$ cat src/hw/rtl/rws_ram.sv
module rws_ram #(
    parameter int WIDTH = 8,
    parameter int DEPTH = 16,
    parameter int ADDR_W = (DEPTH > 1) ? $clog2(DEPTH) : 1
) (
    input  logic              clk,
    input  logic              we,
    input  logic [ADDR_W-1:0] waddr,
    input  logic [WIDTH-1:0]  wdata,
    input  logic              re,
    input  logic [ADDR_W-1:0] raddr,
    output logic [WIDTH-1:0]  rdata
);

    logic [WIDTH-1:0] mem [DEPTH];
    logic [WIDTH-1:0] rdata_reg;

    always_ff @(posedge clk)
    begin
        if (we)
        begin
            mem[waddr] <= wdata;
        end
        if (re)
        begin
            rdata_reg <= mem[raddr];
        end
    end

    assign rdata = rdata_reg;

endmodule

$ cat config.mk
export PLATFORM = sky130hd
export DESIGN_NAME = rws_ram
export DESIGN_NICKNAME = d
export VERILOG_FILES = /design/src/hw/rtl/rws_ram.sv
export SDC_FILE = /design/constraint.sdc
export NUM_CORES = 1
export LEC_CHECK = 0
export ABC_AREA = 0
export BUFFER_PORTS_ARGS = -buffer_cell sky130_fd_sc_hd__clkbuf_2
export CORE_MARGIN = 2
export CORE_UTILIZATION = 39
export DETAILED_ROUTE_END_ITERATION = 8
export HOLD_SLACK_MARGIN = 0.1
export PLACE_DENSITY = 0.55
export SLEW_MARGIN = 25
export SYNTH_ARGS = -nofsm -noshare
export SYNTH_HDL_FRONTEND = slang
export SYNTH_SLANG_ARGS = --single-unit
export TNS_END_PERCENT = 5
$ cat constraint.sdc
create_clock -name clk -period 2 [get_ports clk]
set_input_delay 0.3 -clock clk [delete_from_list [all_inputs] [get_ports clk]]
set_output_delay 0.3 -clock clk [all_outputs]
set_load 0.05 [all_outputs]
Word level (Yosys, flattened, before mapping)
Memory sizes are Yosys's and may differ from the RTL's. A register that Yosys moved wholly into a read port is not among the register bits.
Index checks and enable logic that the tools add are counted.

storage, ports and cells
  output and inout bits = 8
  input bits = 19
  word-level logic and storage cells = 3
  bits in registers = 0
  memories = 1
  memory bits (writable) = 128

memories
  memory  words  width  read ports  clocked after memory_dff  write ports  line  source
  mem     16     8      1           1                         1            15    logic [WIDTH-1:0] mem [DEPTH];

operators by class
  mux-type cells = 2

operator list
  kind     count
  $mux W1  2

Depth between registers and ports, before layout
Gate-level depths: netlist (run 1).

  depth after elaboration = 2
  gate-level depth with buffers = 5
  mapped depth without buffers = 3

Worst setup path before layout (run 1)
OpenSTA, ideal clock, no wires.

  path kind = input to register
  start = in waddr[2]
  end = mem mem[0][0], enable pin
  buffers on the path = 0
  path slack = 0.207 ns
  stages = 2
  data arrival time = 1.410 ns
  library setup time = 0.383 ns
  data required time = 1.617 ns
  path through = or3b_2 > nor3_1

RTL lines
  element      line  source
  from (decl)  8     input logic [ADDR_W-1:0] waddr,
  to (decl)    15

No word-level cell before the write port.

==> summary.md, run 1 <==
| Metric | Value |
|---|---|
| Drt initial violations | `roughly 180` |
| Period Utilization, post-route | `74.77%` |
| VDD IR max | `621.4 uV` |
| DRC viols | `0` |
| WP data arrival | `~1.6 ns` |
| #FFs+latches synth | `136` |
| Most frequent cells in the layout | `edfxtp_1, clkbuf_2, buf_4` |
| Clock buffer count from CTS | `17` |
| Compound-Gate Fraction of Synth Area | `2.298%` |
| WP data required | `2.14 ns` |
| Clock Pin Slew Worst Setup and Hold Paths | `roughly 0.060 ns` |
| Via/cell ratio | `~5.2` |
| Cell depth of the worst flop-to-flop path | `3` |
| Fin Setup TNS | `0 ns` |
| Post-CTS setup buffers | `0` |
| Peak Freq | `668.7 MHz` |
| WL/cell | `approximately 22 um` |
| Hold_buf cts | `0` |
| Most common cell after layout, fill and taps aside | `edfxtp_1` |
| Yosys top cell area share | `78.12%` |
| CTS max path bufs | `2` |
| Hold EP | `mem[10][0]` |
| Setup CP Type | `reg -> reg` |
| Drt pass-1 iters | `4` |
| Core area | `13,190 sq um` |
| Worst path max stage delay | `~0.50 ns` |
| Die Height | `about 120 um` |
| Die W | `approximately 120 um` |
| Fillers | `1,103` |
| Total chip power | `6.174 mW` |
| Synth Instances | `229` |
| CP Capture Type | `flop` |
| Netlist cell types | `18` |
| FF-to-FF Start | `mem[9][4]` |
| Synth warn | `0` |
| Post-DP HPWL | `~6800 um` |
| Largest family of logic cells by synthesized area | `multiplexers` |
| Cell Rows | `42` |
| Layout area overhead | `18.19%` |
| Tmin final | `1.495 ns` |
| Die area | `14,350 sq um` |
| Final setup vio count | `0` |
| Worst clock skew | `0.006396 ns` |
| RSZ-0062 raised after global routing | `no` |
| Worst-Skew Late Latency | `0.41 ns` |
| Fin Hold WS | `0.3192 ns` |
| Fin. Hold Viols | `0` |
| Register area share after synthesis | `78.12%` |
| CTS tree | `built` |
| Starting Density | `39.63%` |
| Area of the mapped netlist | `5228 sq um` |
| RePlAce Congestion | `roughly 0.71` |
| Hold WC Path Type | `in -> reg` |
| Cts repair resizes | `0` |
| Clk root buf | `clkbuf_16` |
| Synthesized area per cell | `22.83 sq um` |
| Max reg flops | `128` |
| Slowest cell on the critical path | `mux4_1` |
| CP cell instances | `mux4_1 > a22oi_1 > nand2_1` |
| I/O pin cnt | `27` |
| Outcome | `completed` |
| Ant diodes | `0` |
| First-pass GRT wire length | `approximately 16,000 um` |
| Max Transition Viols Final | `0` |
| Area leader, netlist | `edfxtp_1` |
| Reg2reg setup slack | `slightly above 0.5 ns` |
| Largest net degree at the start of global routing | `22` |
| Hold path cells | `1` |
| TritonCTS Sinks | `136` |
| Worst Tran Pin Value | `between 0.4 and 0.5 ns` |
| Startpoint Class | `flop` |
| Via count | `2,491` |
| Nets | `~310` |
| Largest cells by area after synthesis | `edfxtp_1, mux4_2, mux4_1` |
| Total grt overflow | `0` |
| Post-synthesis mux area share | `14.79%` |
| Slew margin rel. | `70.25%` |
| Hold path startpoint | `wdata[0]` |
| Total of max-cap violations | `0` |
| Post-synthesis simple-gate area fraction | `3.135%` |
| Synth Area in XOR/XNOR | `0%` |
| Adder-cell share of the synthesized area | `0%` |
| Detail Route Antenna Nets | `0` |
| Final wirelength | `10,560 um` |
| Port Buf Inserts | `26` |
| Worst reg2reg endpoint | `rdata[4]` |
| Mapped Nets | `~250` |
| Vias in the first global route | `2,586` |
| # H-tree levels | `4` |
| GRT Total Usage | `roughly 16%` |
| Initial antenna violation count | `0` |
| Cell area power density | `about 1000 nW/um^2` |
| Static Leak | `2.089 nW` |
| Layout cell share with drive strength beyond 1 | `31.67%` |
| CP max FO | `1` |
## layer usage
layer / global-route usage (%) / part of all wire [%] / up-vias
met5: 0 / 0 / -
met4: 6.618 / 1.4 / 0
met3: 4.373 / 4.5 / 13
met2: 24.43 / 47 / 63
met1: 21.87 / 47 / 1316
li1: - / - / 1099
## how the worst max path moves through the flow
stage	startpoint	endpoint	slack (ns)
final	mem[9][4]	rdata[4]	0.50
after global routing	mem[9][4]	rdata[4]	0.41
after CTS	mem[9][4]	rdata[4]	0.47
after detailed placement	raddr[0]	rdata[5]	0.06
after global placement	raddr[0]	rdata[4]	0.06
after floorplan	waddr[2]	mem[0][0]	0.21
## stage by stage
step | util, % | area [sq um] | setup WS [ns] | cells
final | 46.84 | 6178 | 0.5046 | 476
after global routing | 46.84 | 6178 | 0.4096 | 476
after CTS | 46.84 | 6178 | 0.4727 | 476
after detailed placement | 43.09 | 5684 | 0.05726 | 445
after global placement | 43.09 | 5684 | 0.06415 | 445
after floorplan | - | 5228 | 0.2071 | 229
## worst max-delay path: cells and delay by family, from the launching register on
kind	cells	cell delay, ns
AO/OA/AOI/OAI	1	0.25
flip-flops	1	0.36
multiplexers	1	0.50
AND/OR/NAND/NOR	1	0.13
## cell type report
cell class                 count  area (sq um)  share of cell area, %
sequential                   136          4084                  66.10
multi-input combinational     83          1057                  17.11
clock inverter                13         65.06                  1.053
tap                          176         220.2                  3.564
timing repair buffer          50         322.8                  5.225
clock buffer                  18         429.2                  6.946
## cell families (layout without fill, tap and decap cells)
group | after synthesis | after routing
DFF | 136 | 136
and+or+nand+nor | 35 | 35
muxes | 32 | 32
AOI/OAI and AO/OA | 16 | 16
buffers and inverters | 10 | 81
## Yosys cell counts, drive strengths merged
master and count:
a22oi 16, and2 1, and2b 1, buf 7, clkdlybuf4s25 3, edfxtp 136
mux4 32, nand2 9, nand2b 2, nand3 1, nand3b 2, nor2 13
nor2b 1, nor3 4, or3b 1
## power breakdown
group          internal (mW)  leakage (nW)  switching, mW
clock                   1.53         0.245           1.06
sequential              3.21          1.24         0.0155
combinational          0.129         0.608          0.220
Power figures use the tool's default switching activity.
==> run 2: changes to the inputs <==
Clock period 2 ns to 1.5 ns, I/O delays scaled along.
==> run 2 against run 1 <==
  * Power is 40% higher
  * Largest cell class unchanged
  * Clock-buffer cell count increased by 2
  * Global-route usage grew 0.31 points
  * Cell area rose by 2.2%
  * Non-clock buffer count is 3 higher
  * Setup slack got worse by 0.47 ns
  * Critical path type unchanged
  * Clock skew is 0.0027 ns lower
  * Wire length is 0.34% higher
  * Clock power grew 48%
  * Core utilization grew 1.0 points
  * Register-to-register slack lost 0.47 ns
  * Final cell count grew 0.84%
==> summary.md, run 2 (synthesis gave the netlist of run 1 again) <==
| Metric | Value |
|---|---|
| Total grt overflow | `0` |
| CTS tree | `built` |
| Final wirelength | `~11,000 um` |
| Hold path cells | `1` |
| Outcome | `completed` |
| Post-DP HPWL | `approximately 6800 um` |
| Fin Hold WS | `0.2372 ns` |
| Reg2reg setup slack | `approximately 0.036 ns` |
| Static Leak | `around 2.1 nW` |
| Setup CP Type | `reg -> reg` |
| Peak Freq | `about 700 MHz` |
| Die W | `119.8 um` |
| CP Capture Type | `flop` |
| Worst-Skew Late Latency | `slightly above 0.4 ns` |
| Nets | `310` |
| Ant diodes | `0` |
| Clock buffer count from CTS | `17` |
| FF-to-FF Start | `mem[10][3]` |
| Layout area overhead | `20.80%` |
| Via/cell ratio | `5.152` |
| Worst clock skew | `0.003733 ns` |
| Layout cell share with drive strength beyond 1 | `between 30 and 40%` |
| Detail Route Antenna Nets | `0` |
| GRT Total Usage | `16.31%` |
| Post-route cell area | `6315 sq um` |
| Largest net degree at the start of global routing | `27` |
| Port Buf Inserts | `26` |
| # H-tree levels | `4` |
| WP data required | `1.66 ns` |
| Worst Tran Pin Value | `0.8374 ns` |
| Total of max-cap violations | `0` |
| Max reg flops | `128` |
| Hold WC Path Type | `in -> reg` |
| Post-DP Area | `5749 sq um` |
| Via count | `2,473` |
| First-pass GRT wire length | `16,160 um` |
| Final setup vio count | `0` |
| TritonCTS Sinks | `136` |
| Final core utilization | `47.88%` |
| Startpoint Class | `flop` |
| Die area | `14,350 sq um` |
| Initial antenna violation count | `0` |
| Fin worst setup slack | `0.03571 ns` |
| Drt initial violations | `between 150 and 200` |
| Most common cell after layout, fill and taps aside | `edfxtp_1` |
| Most frequent cells in the layout | `edfxtp_1, clkbuf_2, buf_4` |
| Fin. Hold Viols | `0` |
| Fillers | `approximately 1,100` |
| Max Transition Viols Final | `0` |
| WP data arrival | `1.62 ns` |
| CP max FO | `1` |
| Cell area power density | `1368 nW/um^2` |
| RePlAce Congestion | `slightly above 0.7` |
| Hold EP | `mem[4][5]` |
| Clk root buf | `clkbuf_16` |
| I/O pin cnt | `27` |
| Cell depth of the worst flop-to-flop path | `3` |
| Die Height | `roughly 120 um` |
| Cell Rows | `42` |
| Clock Pin Slew Worst Setup and Hold Paths | `0.05 ns` |
| Placed Cells | `448` |
| Core area | `13,190 sq um` |
| Period Utilization, post-route | `97.62%` |
| VDD IR max | `744.9 uV` |
| WL/cell | `roughly 22 um` |
| Dpl ws | `-0.3656 ns` |
| Slew margin rel. | `44.06%` |
| RSZ-0062 raised after global routing | `no` |
| Layout Cells excl Fill | `480` |
| Hold path startpoint | `wdata[5]` |
| Worst reg2reg endpoint | `rdata[3]` |
| Vias in the first global route | `2,595` |
| Post-CTS setup buffers | `0` |
| Starting Density | `about two fifths` |
| Drt pass-1 iters | `4` |
| Tmin final | `1.464 ns` |
| DRC viols | `0` |
| CTS max path bufs | `2` |
[run 2: through the flow]
| stage | power, mW | TNS [ns] |
|---|---|---|
| 2_1_floorplan | 4.660 | -0.03469 |
| 3_3_place_gp | 4.867 | -2.141 |
| 3_5_place_dp | 4.875 | -2.238 |
| 4_1_cts | 8.709 | 0 |
| 5_1_grt | 8.930 | 0 |
| 6_report | 8.639 | 0 |
[run 2: what timing repair did]
item | CTS | global route
resized for setup | 3 | 1
hold buffers | 0 | 0
endpoints found under the setup margin | 3 | 2
pin swaps | 0 | 1
gates cloned | 0 | 0
[run 2: metal layers]
layer	wire (um)	global-route usage, %	up-vias
li1	-	-	1107
met2	5084	25.04	55
met5	0	0	-
met4	148	6.176	0
met1	5020	22.26	1297
met3	346	4.705	14
[run 2: final cells by class]
cell class,instances,area (sq um),share of cell area (%)
Clock buffer,20,436.7,6.915
Timing Repair Buffer,53,382.9,6.063
Clock inverter,12,108.9,1.724
Sequential cell,136,4084,64.67
Tap cell,176,220.2,3.487
Multi-Input combinational cell,83,1082,17.14
[run 2: worst max-delay path by stage]
stage,from,to,cells past startpoint
after floorplan,raddr[0],rdata[1],5
after global placement,raddr[0],rdata[4],5
after detailed placement,raddr[0],rdata[4],5
after CTS,mem[10][3],rdata[3],3
after global routing,mem[10][3],rdata[3],3
final,mem[10][3],rdata[3],3
[run 2: worst max-delay path, stage by stage, from the launching register on]
cell and delay (ns):
edfxtp_1 0.36, mux4_1 0.49, a22oi_1 0.28, nand2_1 0.07
[run 2: power breakdown]
| part | switching (mW) | leakage (nW) | internal [mW] |
|---|---|---|---|
| logic | 0.297 | 0.639 | 0.188 |
| clock network | 1.44 | 0.270 | 2.40 |
| registers | 0.0243 | 1.24 | 4.29 |
| total | 1.76 | 2.15 | 6.88 |
==> run 3: changes to the inputs <==
Settings changed: REMOVE_ABC_BUFFERS from default to 1.
==> run 3 against run 2 <==
  * Combinational power down 2%
  * Critical endpoint is now rdata[0]
  * Clock skew barely moved
  * First-iteration DRC count up 52%
  * Register-to-register slack worse by 0.02 ns
  * Largest cell class unchanged
==> summary.md, run 3 (synthesis gave the netlist of run 1 again) <==
| Metric | Value |
|---|---|
| Outcome | `completed` |
| Slowest cell on the critical path | `mux4_2` |
| Die W | `119.8 um` |
| Starting Density | `39.63%` |
| Fin worst setup slack | `~0.017 ns` |
| Cts repair resizes | `1` |
| # H-tree levels | `4` |
| Fin Setup TNS | `0 ns` |
| Met1 usage | `21.88%` |
| Via/cell ratio | `5.117` |
| Fin Hold WS | `~0.22 ns` |
| VDD IR max | `756.3 uV` |
| Die Height | `119.8 um` |
| Initial antenna violation count | `0` |
| GRT Total Usage | `between 10% and 20%` |
| Clock Pin Slew Worst Setup and Hold Paths | `0.05 ns` |
| CTS tree | `built` |
| Post-DP Area | `5727 sq um` |
| Layout Cells excl Fill | `480` |
| GR Layer Usage met3 | `5.751%` |
| Layout cell share with drive strength beyond 1 | `33.88%` |
| Dpl ws | `-0.2915 ns` |
| Clock buffer count from CTS | `17` |
| Detail Route Antenna Nets | `0` |
| Final setup vio count | `0` |
| Worst path max stage delay | `0.46 ns` |
| Ant diodes | `0` |
| I/O pin cnt | `27` |
| Worst Tran Pin Value | `~0.91 ns` |
| Worst clock skew | `0.003517 ns` |
| CTS max path bufs | `2` |
| Fin. Hold Viols | `0` |
| Cell area power density | `roughly 1400 nW/um^2` |
| Drt initial violations | `272` |
| Grt peak-use layer | `met2` |
| Cell Rows | `42` |
| Max reg flops | `between 100 and 150` |
| Die area | `14,350 sq um` |
| Placed Cells | `449` |
| Via count | `2,456` |
| Post-route cell area | `6314 sq um` |
| Post-DP HPWL | `approximately 6500 um` |
| Core area | `13,190 sq um` |
| Total grt overflow | `0` |
| CP max FO | `1` |
| Total of max-cap violations | `0` |
| Final wirelength | `10,210 um` |
| Max Transition Viols Final | `0` |
| CP cell instances | `mux4_2 > a22oi_1 > nand2_1` |
| Period Utilization, post-route | `98.86%` |
| WL/cell | `21.26 um` |
| CP Capture Type | `flop` |
| Slew margin rel. | `38.91%` |
| Clk root buf | `clkbuf_16` |
| RePlAce Congestion | `0.7317` |
| Hold WC Path Type | `in -> reg` |
| Most frequent cells in the layout | `edfxtp_1, clkbuf_2, buf_4` |
| Drt pass-1 iters | `4` |
| WP data arrival | `1.64 ns` |
| Static Leak | `roughly 2.1 nW` |
| Layout area overhead | `20.78%` |
| DRC viols | `0` |
| Met2 Usage GRT | `a little under a quarter` |
| Vias in the first global route | `2,579` |
| Fillers | `1,112` |
| WP data required | `1.66 ns` |
| Largest net degree at the start of global routing | `21` |
| TritonCTS Sinks | `136` |
| Setup CP Type | `reg -> reg` |
| Most common cell after layout, fill and taps aside | `edfxtp_1` |
| Post-CTS setup buffers | `0` |
| Tmin final | `between 1 and 1.5 ns` |
| Hold_buf cts | `0` |
| Startpoint Class | `flop` |
| Peak Freq | `between 600 and 700 MHz` |
| Worst-Skew Late Latency | `0.41 ns` |
| First-pass GRT wire length | `15,700 um` |
| Nets | `roughly 310` |
| Port Buf Inserts | `26` |
run 3: through the flow:
step / power, mW / util (%)
3_3_place_gp: 4.852 / 43.42
2_1_floorplan: 4.614 / -
4_1_cts: 8.851 / 47.75
3_5_place_dp: 4.861 / 43.42
5_1_grt: 9.064 / 47.87
6_report: 8.777 / 47.87
run 3: worst max-delay path: cells and delay by family (launching register included):
family	cells	cell delay, ns
flops	1	0.38
simple gates	1	0.08
mux	1	0.46
compound gates	1	0.30
run 3: power breakdown:
part           switching, mW  leakage (nW)  total, mW  internal, mW
Combinational          0.289         0.633      0.473         0.184
Sequential            0.0228          1.24       4.31          4.29
Clock                   1.43         0.279       4.00          2.56
run 3: path summary, 6_finish.rpt:
check / start / to / slack [ns] / depth (start not counted)
max: mem[8][0] / rdata[0] / 0.02 / 3
min: re / rdata[1] / 0.22 / 1
max reg2reg: mem[8][0] / rdata[0] / 0.02 / 3
min reg2reg: mem[15][7] / rdata[7] / 0.76 / 3
run 3: metal layers:
metal	share of wire, %	vias to the layer above	wire, um
li1	-	1106	-
met5	0	-	0
met1	45	1256	4543
met4	2.1	0	215
met3	6.6	17	669
met2	47	77	4777
run 3: cell type report:
class | count | area (sq um) | area share [%]
Clock inverter | 12 | 133.9 | 2.120
Clock buffer | 19 | 432.9 | 6.857
Multi-Input combinational cell | 83 | 1077 | 17.06
Tap cell | 176 | 220.2 | 3.488
Sequential cell | 136 | 4084 | 64.68
Timing Repair Buffer | 54 | 365.4 | 5.787
